--- src/rie_pkg.sv ---
// shared types, codes and constants of the redcode instruction executor
package rie_pkg;

  localparam int CORE_DEPTH = 8192;
  localparam int AW         = $clog2(CORE_DEPTH);
  localparam int MAX_TASKS  = 64;

  localparam logic [13:0] LOADER_MARK   = 14'd8192;
  localparam logic [1:0]  CLEARED_OWNER = 2'd3;
  localparam logic [13:0] SIZE_MAX      = 14'(CORE_DEPTH);
  localparam logic [6:0]  TASKS_MAX     = 7'(MAX_TASKS);

  // request codes
  localparam logic [1:0] OP_LOAD  = 2'd0;
  localparam logic [1:0] OP_EXEC  = 2'd1;
  localparam logic [1:0] OP_READ  = 2'd2;
  localparam logic [1:0] OP_CLEAR = 2'd3;

  // instruction codes
  localparam logic [3:0] I_DAT = 4'd0;
  localparam logic [3:0] I_MOV = 4'd1;
  localparam logic [3:0] I_ADD = 4'd2;
  localparam logic [3:0] I_SUB = 4'd3;
  localparam logic [3:0] I_JMP = 4'd4;
  localparam logic [3:0] I_JMZ = 4'd5;
  localparam logic [3:0] I_JMN = 4'd6;
  localparam logic [3:0] I_DJN = 4'd7;
  localparam logic [3:0] I_CMP = 4'd8;
  localparam logic [3:0] I_SPL = 4'd9;

  // addressing modes
  localparam logic [1:0] M_IMM  = 2'd0;
  localparam logic [1:0] M_DIR  = 2'd1;
  localparam logic [1:0] M_IND  = 2'd2;
  localparam logic [1:0] M_ADEC = 2'd3;

  // configuration register indexes
  localparam logic [1:0] CFG_CORE_SIZE   = 2'd0;
  localparam logic [1:0] CFG_SPLIT_LIMIT = 2'd1;

  typedef struct packed {
    logic [3:0]  opcode;
    logic [1:0]  mode_a;
    logic [1:0]  mode_b;
    logic [15:0] a_val;
    logic [15:0] b_val;
    logic [1:0]  owner;
    logic [13:0] writer;
  } word_t;

  typedef struct packed {
    logic [AW-1:0] next_pc;
    logic          task_died;
    logic          spawn_valid;
    logic [AW-1:0] spawn_addr;
    logic          split_refused;
    word_t         word;
  } result_t;

endpackage

--- src/rie_wrap.sv ---
// bit-serial modulo unit: wraps a signed sum into 0 .. size-1
module rie_wrap (
  input  logic                    clk,
  input  logic                    rst_n,
  input  logic                    start,
  input  logic signed [17:0]      x,
  input  logic [13:0]             n,
  output logic                    done,
  output logic [rie_pkg::AW-1:0]  result
);

  logic        busy_r, busy_nxt;
  logic        done_r, done_nxt;
  logic [3:0]  cnt_r, cnt_nxt;
  logic [15:0] mag_r, mag_nxt;
  logic [13:0] rem_r, rem_nxt;
  logic [13:0] n_r, n_nxt;
  logic        neg_r, neg_nxt;
  logic [14:0] sh;
  logic [17:0] absx;
  logic [13:0] fixed;

  always_comb begin
    absx     = x[17] ? 18'(-x) : 18'(x);
    sh       = {rem_r, mag_r[15]};
    busy_nxt = busy_r;
    done_nxt = 1'b0;
    cnt_nxt  = cnt_r;
    mag_nxt  = mag_r;
    rem_nxt  = rem_r;
    n_nxt    = n_r;
    neg_nxt  = neg_r;
    if (start) begin
      busy_nxt = 1'b1;
      cnt_nxt  = 4'd15;
      mag_nxt  = absx[15:0];
      rem_nxt  = '0;
      n_nxt    = n;
      neg_nxt  = x[17];
    end else if (busy_r) begin
      // one restoring step per cycle
      if (sh >= {1'b0, n_r}) rem_nxt = 14'(sh - {1'b0, n_r});
      else                   rem_nxt = sh[13:0];
      mag_nxt = {mag_r[14:0], 1'b0};
      cnt_nxt = cnt_r - 4'd1;
      if (cnt_r == 4'd0) begin
        busy_nxt = 1'b0;
        done_nxt = 1'b1;
      end
    end
  end

  always_ff @(posedge clk) begin
    if (!rst_n) begin
      busy_r <= 1'b0;
      done_r <= 1'b0;
    end else begin
      busy_r <= busy_nxt;
      done_r <= done_nxt;
    end
    cnt_r <= cnt_nxt;
    mag_r <= mag_nxt;
    rem_r <= rem_nxt;
    n_r   <= n_nxt;
    neg_r <= neg_nxt;
  end

  // negative input with a nonzero remainder folds back from the top
  assign fixed  = (neg_r && rem_r != '0) ? 14'(n_r - rem_r) : rem_r;
  assign result = fixed[rie_pkg::AW-1:0];
  assign done   = done_r;

endmodule

--- config.mk ---
export PLATFORM = sky130hd
export DESIGN_NAME = rie_wrap
export DESIGN_NICKNAME = d
export VERILOG_FILES = /design/src/rie_pkg.sv /design/src/rie_wrap.sv
export SDC_FILE = /design/constraint.sdc
export NUM_CORES = 1
export LEC_CHECK = 0
export BUFFER_PORTS_ARGS = -buffer_cell sky130_fd_sc_hd__buf_2
export CAP_MARGIN = 20
export CORE_MARGIN = 8
export CORE_UTILIZATION = 60
export CTS_BUF_LIST = sky130_fd_sc_hd__clkbuf_2 sky130_fd_sc_hd__clkbuf_4 sky130_fd_sc_hd__clkbuf_8
export DETAILED_ROUTE_END_ITERATION = 10
export PLACE_DENSITY = 0.78
export SETUP_SLACK_MARGIN = 0.02
export SLEW_MARGIN = 20
export SYNTH_ARGS = -nofsm -noshare
export SYNTH_HDL_FRONTEND = slang
export SYNTH_SLANG_ARGS = --single-unit
export TNS_END_PERCENT = 1
--- constraint.sdc ---
create_clock -name clk -period 2.65 [get_ports clk]
set_input_delay 0.1325 -clock clk [delete_from_list [all_inputs] [get_ports clk]]
set_output_delay 0.1325 -clock clk [all_outputs]
set_load 0.02 [all_outputs]
=== Yosys cells after proc, flatten, opt, wreduce, memory -nomap -nowiden ===
Index checks and enable logic that the tools add are counted.

* Flip-flop bits (word level): 51
* Output and inout bits: 14
* Word-level logic and storage cells: 28

* $add $sub $neg: 4
* Magnitude comparators: 1
* Mux-type cells: 9
* Bitwise gates (word level): 2
* Reductions and logical operators: 5

{| class="wikitable"
|+ Operator list
! operator !! number
|-
| 2-to-1 mux 16 bit || 3
|-
| negator 16 bit || 1
|-
| greater-or-equal comparator 15 x 14 -> 1 bit || 1
|-
| 2-to-1 mux 14 bit || 1
|-
| nonzero test 14 bit || 1
|-
| subtractor 14 bit || 1
|-
| 2-to-1 mux 13 bit || 1
|-
| subtractor 13 bit || 1
|-
| zero test 4 bit || 1
|-
| 2-to-1 mux 1 bit || 4
|-
| subtractor 4 x 1 -> 4 bit, second input constant || 1
|-
| OR reduction 3 bit || 1
|-
| NOT 1 bit || 2
|-
| nonzero test 2 bit || 1
|-
| logical AND 1 bit || 1
|}

=== Logic depth before layout (Yosys ltp) ===
* Word-level depth: 4
* Gate-level depth with buffers: 11

=== Worst setup path before layout ===
OpenSTA, ideal clock, no wires.

* Path kind: flip-flop to output port
* From: register rem_r[0]
* To: output result[10] in the netlist's numbering
* Data arrival time: 2371 ps
* Path slack: 147 ps
* Stages on the path, launching flop included: 10
* Path buffers: 0
* Cell sequence: dfxtp_1 -> ha_1 -> fa_1 -> nor2b_1 -> o2111ai_1 -> and3_1 -> nor2_1 -> a21o_1 -> a211oi_1 -> o31ai_1

* Word-level cells in the longest chain between the ends: 3
* Elaborated cells on any way between the ends: 4
* Those cells by class: add/sub (1); mux (1); reduce/logical (2)

{| class="wikitable"
|+ Ends and longest elaborated chain
! item !! line !! text
|-
| start: declaration || rie_wrap.sv:16 || <nowiki>logic [13:0] rem_r, rem_nxt;</nowiki>
|-
| start signal: assignment || rie_wrap.sv:63 || <nowiki>rem_r <= rem_nxt;</nowiki>
|-
| parallel branches: the longest is 2 deep, another holds subtractor 13 bit || n/a ||
|-
| 2-to-1 mux 13 bit * || rie_wrap.sv:69 || <nowiki>assign fixed = (neg_r && rem_r != '0) ? 14'(n_r - rem_r) : rem_r;</nowiki>
|-
| end: declaration || rie_wrap.sv:9 || <nowiki>output logic [rie_pkg::AW-1:0] result</nowiki>
|}

Mark *: on every way between the ends.

=== Final worst setup path ===
* From: register n_r[0]
* To: output result[12] in the netlist's numbering

* Word-level cells in the longest chain between the ends: 2

{| class="wikitable"
|+ Ends and longest elaborated chain
! item !! line !! text
|-
| start: declaration || rie_wrap.sv:17 || <nowiki>logic [13:0] n_r, n_nxt;</nowiki>
|-
| start signal: assignment || rie_wrap.sv:64 || <nowiki>n_r <= n_nxt;</nowiki>
|-
| subtractor 13 bit || rie_wrap.sv:69 ||
|-
| 2-to-1 mux 13 bit || rie_wrap.sv:69 ||
|}

No other way between the ends.

==> flow_summary.yaml <==
synthesis:
  avgSynthCellArea_um2: 8.901
  seq_area_frac_synth: 0.3561
  async_reset_ff_frac: 0
  yosys_warnings: 0
  syn_area_um2: 3739
  synth_edf_count: 31
  netlist_top_cells_area: "edfxtp_1, dfxtp_1, ha_1"
  ys_ff_latch: 51
  synth_top_area_frac: 0.2490
  ys_types: 54
  syn_inst: 420
  synth_area_leader_cell: "edfxtp_1"
  syn_nets: 485
  synth_ff_type: "edfxtp_1"
timing:
  hold_violations: 0
  setup_tns_ns: -0.2129
  whs_ns: 0.01028
  report.final.slew_viol_count: 0
  fmax_mhz: 363.7
  worst_slack_ns: -0.09933
  rsz0062_at_grt: "true"
  min_period_over_period: 1.037
  fin_skew_ns: 0.006463
  maxSlewHeadroom: 0.4763
  tightestPinTransition_ns: 0.7847
  setup_viol: 3
  fin_crit_ns: 2.749
grt:
  antenna_found_initial: 0
  grt_pass1_vias: 3132
  gr-usage-all-layers: 0.1938
  grt_pass1_wl_um: 14160
  grt_max_degree: 37
  overflow: 0
cts:
  clk_pin_slew_ns: 0.09
  cts.path.max_buffers: 2
  cts_root_buffer: "clkbuf_8"
  cts_tree: "yes"
  htree_num_levels: 2
  cts_buffers: 5
  clock_sinks: 51
  insertion_delay_ns: 0.30
detailed_routing:
  vias: 3368
  dr.pass1.iters: 5
  drc: 0
  drtIter0Drc: 235
  drt-wirelength-per-cell_um: 15.66
  ant_nets: 0
  finalWirelength_um: 8772
  viasPerCell: 6.014
die:
  start_util: 0.6277
  io-pin-count: 49
  fp.dieW_um: 94.94
  num_rows: 28
  dieArea_um2: 9013
  core-area_um2: 5956
  fp.dieH_um: 94.94
power_and_ir_drop:
  peakVddDrop_mv: 0.3377
  p_total_mw: 2.442
  pwr_density_cell_nw_per_um2: 550.9
  p_leak_nw: 1.836
placed_design:
  io_buffer_count: 47
  place_congestion: 0.9117
  hpwl_um: 6321
run_status:
  status: "finished, violations left"
  violations: "setup timing"
run:
  maxCapViolCount: 0
worst_setup_path:
  critPathSlowestCell: "edfxtp_1"
  startpoint_type: "register"
  path_class: "reg -> out"
  slowest_delay_ns: 0.38
  r2r_setup_slack_ns: 0.13
  crit_path_end_kind: "primary output"
  worst-path-max-fanout: 3
  path_delay_family: "compound AO/OA/AOI/OAI gates"
  crit_top_cell: "buf_4"
  worstPathArrival_ns: 2.62
  cp_num_buf_inv: 3
  required_ns: 2.52
  path_cells: "inv_2, ha_4, fa_2, nor2b_4, o2111ai_2, and3_4, o211ai_1, buf_4, nor4_2, a41oi_1, a32oi_1, buf_4"
layout:
  diodes: 0
  syn_to_final_growth_pct: 18.57
  fillers: 443
  finalNetCount: 549
  drive_gt1_frac: 0.1959
worst_hold_path:
  hp-class: "in -> reg"
==> worst paths after layout <==
kind                         startpoint                     to  depth (start not counted)
hold / removal                     n[6]       n_r[6]$_DFFE_PP_                          1
hold reg to reg   cnt_r[3]$_SDFFE_PP1P_  cnt_r[3]$_SDFFE_PP1P_                          2
setup / recovery       n_r[0]$_DFFE_PP_             result[12]                         12
setup reg to reg       n_r[3]$_DFFE_PP_  rem_r[4]$_SDFFE_PP0P_                         10
==> routing by layer <==
layer | wire, um | vias up | part of all wire | GRT usage
met4 | 202 | 0 | 0.023 | 0.06762
met5 | 0 | - | 0 | 0
li1 | - | 1650 | - | -
met1 | 3954 | 1571 | 0.45 | 0.2432
met3 | 462 | 25 | 0.053 | 0.02778
met2 | 4152 | 122 | 0.47 | 0.3314
==> cell type report <==
| class | instances | area (um^2) | share of cell area |
|---|---|---|---|
| flip-flops and latches | 51 | 1338 | 0.3017 |
| clock buffers | 6 | 82.58 | 0.01863 |
| well taps | 75 | 93.84 | 0.02117 |
| inverters | 37 | 138.9 | 0.03133 |
| multi-input cells | 319 | 2298 | 0.5185 |
| clock inverters | 2 | 35.03 | 0.007903 |
| repair buffers | 70 | 446.7 | 0.1008 |
==> state kept, by name (all words and copies together) (netlist names) <==
| signal | flops |
|---|---|
| busy_r | 1 |
| neg_r | 1 |
| done | 1 |
| cnt_r | 4 |
| n_r | 14 |
| rem_r | 14 |
| mag_r | 16 |
==> cell families (layout without fill, tap and decap cells) <==
| group | count (synthesis) | in the layout | share of synthesized area |
|---|---|---|---|
| simple gates | 124 | 124 | 0.1583 |
| compound gates | 121 | 121 | 0.2206 |
| flops | 51 | 51 | 0.3561 |
| buf+inv | 50 | 115 | 0.05321 |
| xor+xnor | 32 | 32 | 0.07497 |
| fa+ha+maj | 30 | 30 | 0.1044 |
| mux | 12 | 12 | 0.03246 |
==> synthesized netlist by cell type (all sizes together) (11+ instances only) <==
master,n
dfxtp,20
nand2,30
xnor2,14
a21oi,31
edfxtp,31
inv,37
a211oi,13
clkbuf,11
o21ai,25
nor2,45
ha,28
xor2,18
mux2i,11
==> per-stage QoR <==
stage          setup slack [ns]  std cells  utilization  area (um^2)
6_report               -0.09933        560       0.7443         4433
2_1_floorplan            0.1468        420            -         3739
3_5_place_dp            0.05529        538       0.6842         4075
3_3_place_gp             0.1288        538       0.6842         4075
5_1_grt                 -0.2459        560       0.7443         4433
4_1_cts                -0.06759        556       0.7319         4359
==> cell usage in the layout (no fill, tap or decap), types with 2 or more instances in the layout <==
cell type	synthesis	routed
nor2b_1	4	2
or4_1	2	2
dlygate4sd3_1	0	12
nand4_1	3	3
o21a_1	7	7
o21ai_0	24	24
dfxtp_2	0	2
nand3_2	2	2
o21bai_1	3	3
edfxtp_1	31	31
a21o_1	8	8
o211ai_1	6	6
or3_1	2	2
ha_1	28	24
nand2_1	30	30
dfxtp_1	20	17
nor4_1	8	6
xor2_1	18	18
o22ai_1	6	6
a211oi_1	13	12
nor4_2	0	2
inv_1	37	36
buf_2	0	45
nand3_1	6	6
nor2_1	45	45
buf_4	0	12
o31ai_1	8	8
clkbuf_8	0	6
xnor2_1	14	14
a21oi_1	30	29
ha_4	0	3
nor3_1	5	4
nand2b_1	8	8
nand3b_1	2	2
a21oi_2	1	2
mux2i_1	11	11
==> report_power, final <==
group          switching, mW  internal [mW]
combinational          0.514          0.387
clock                  0.262          0.306
sequential            0.0544          0.919
==> repair_timing <==
item	in CTS	in global routing
endpoints found under the hold margin	8	4
pin swaps	2	3
resized for setup	16	8
hold buffers	8	4
endpoints found under the setup margin	6	10
buffers inserted	2	0
No activity file was read; power rests on OpenSTA's default activity.
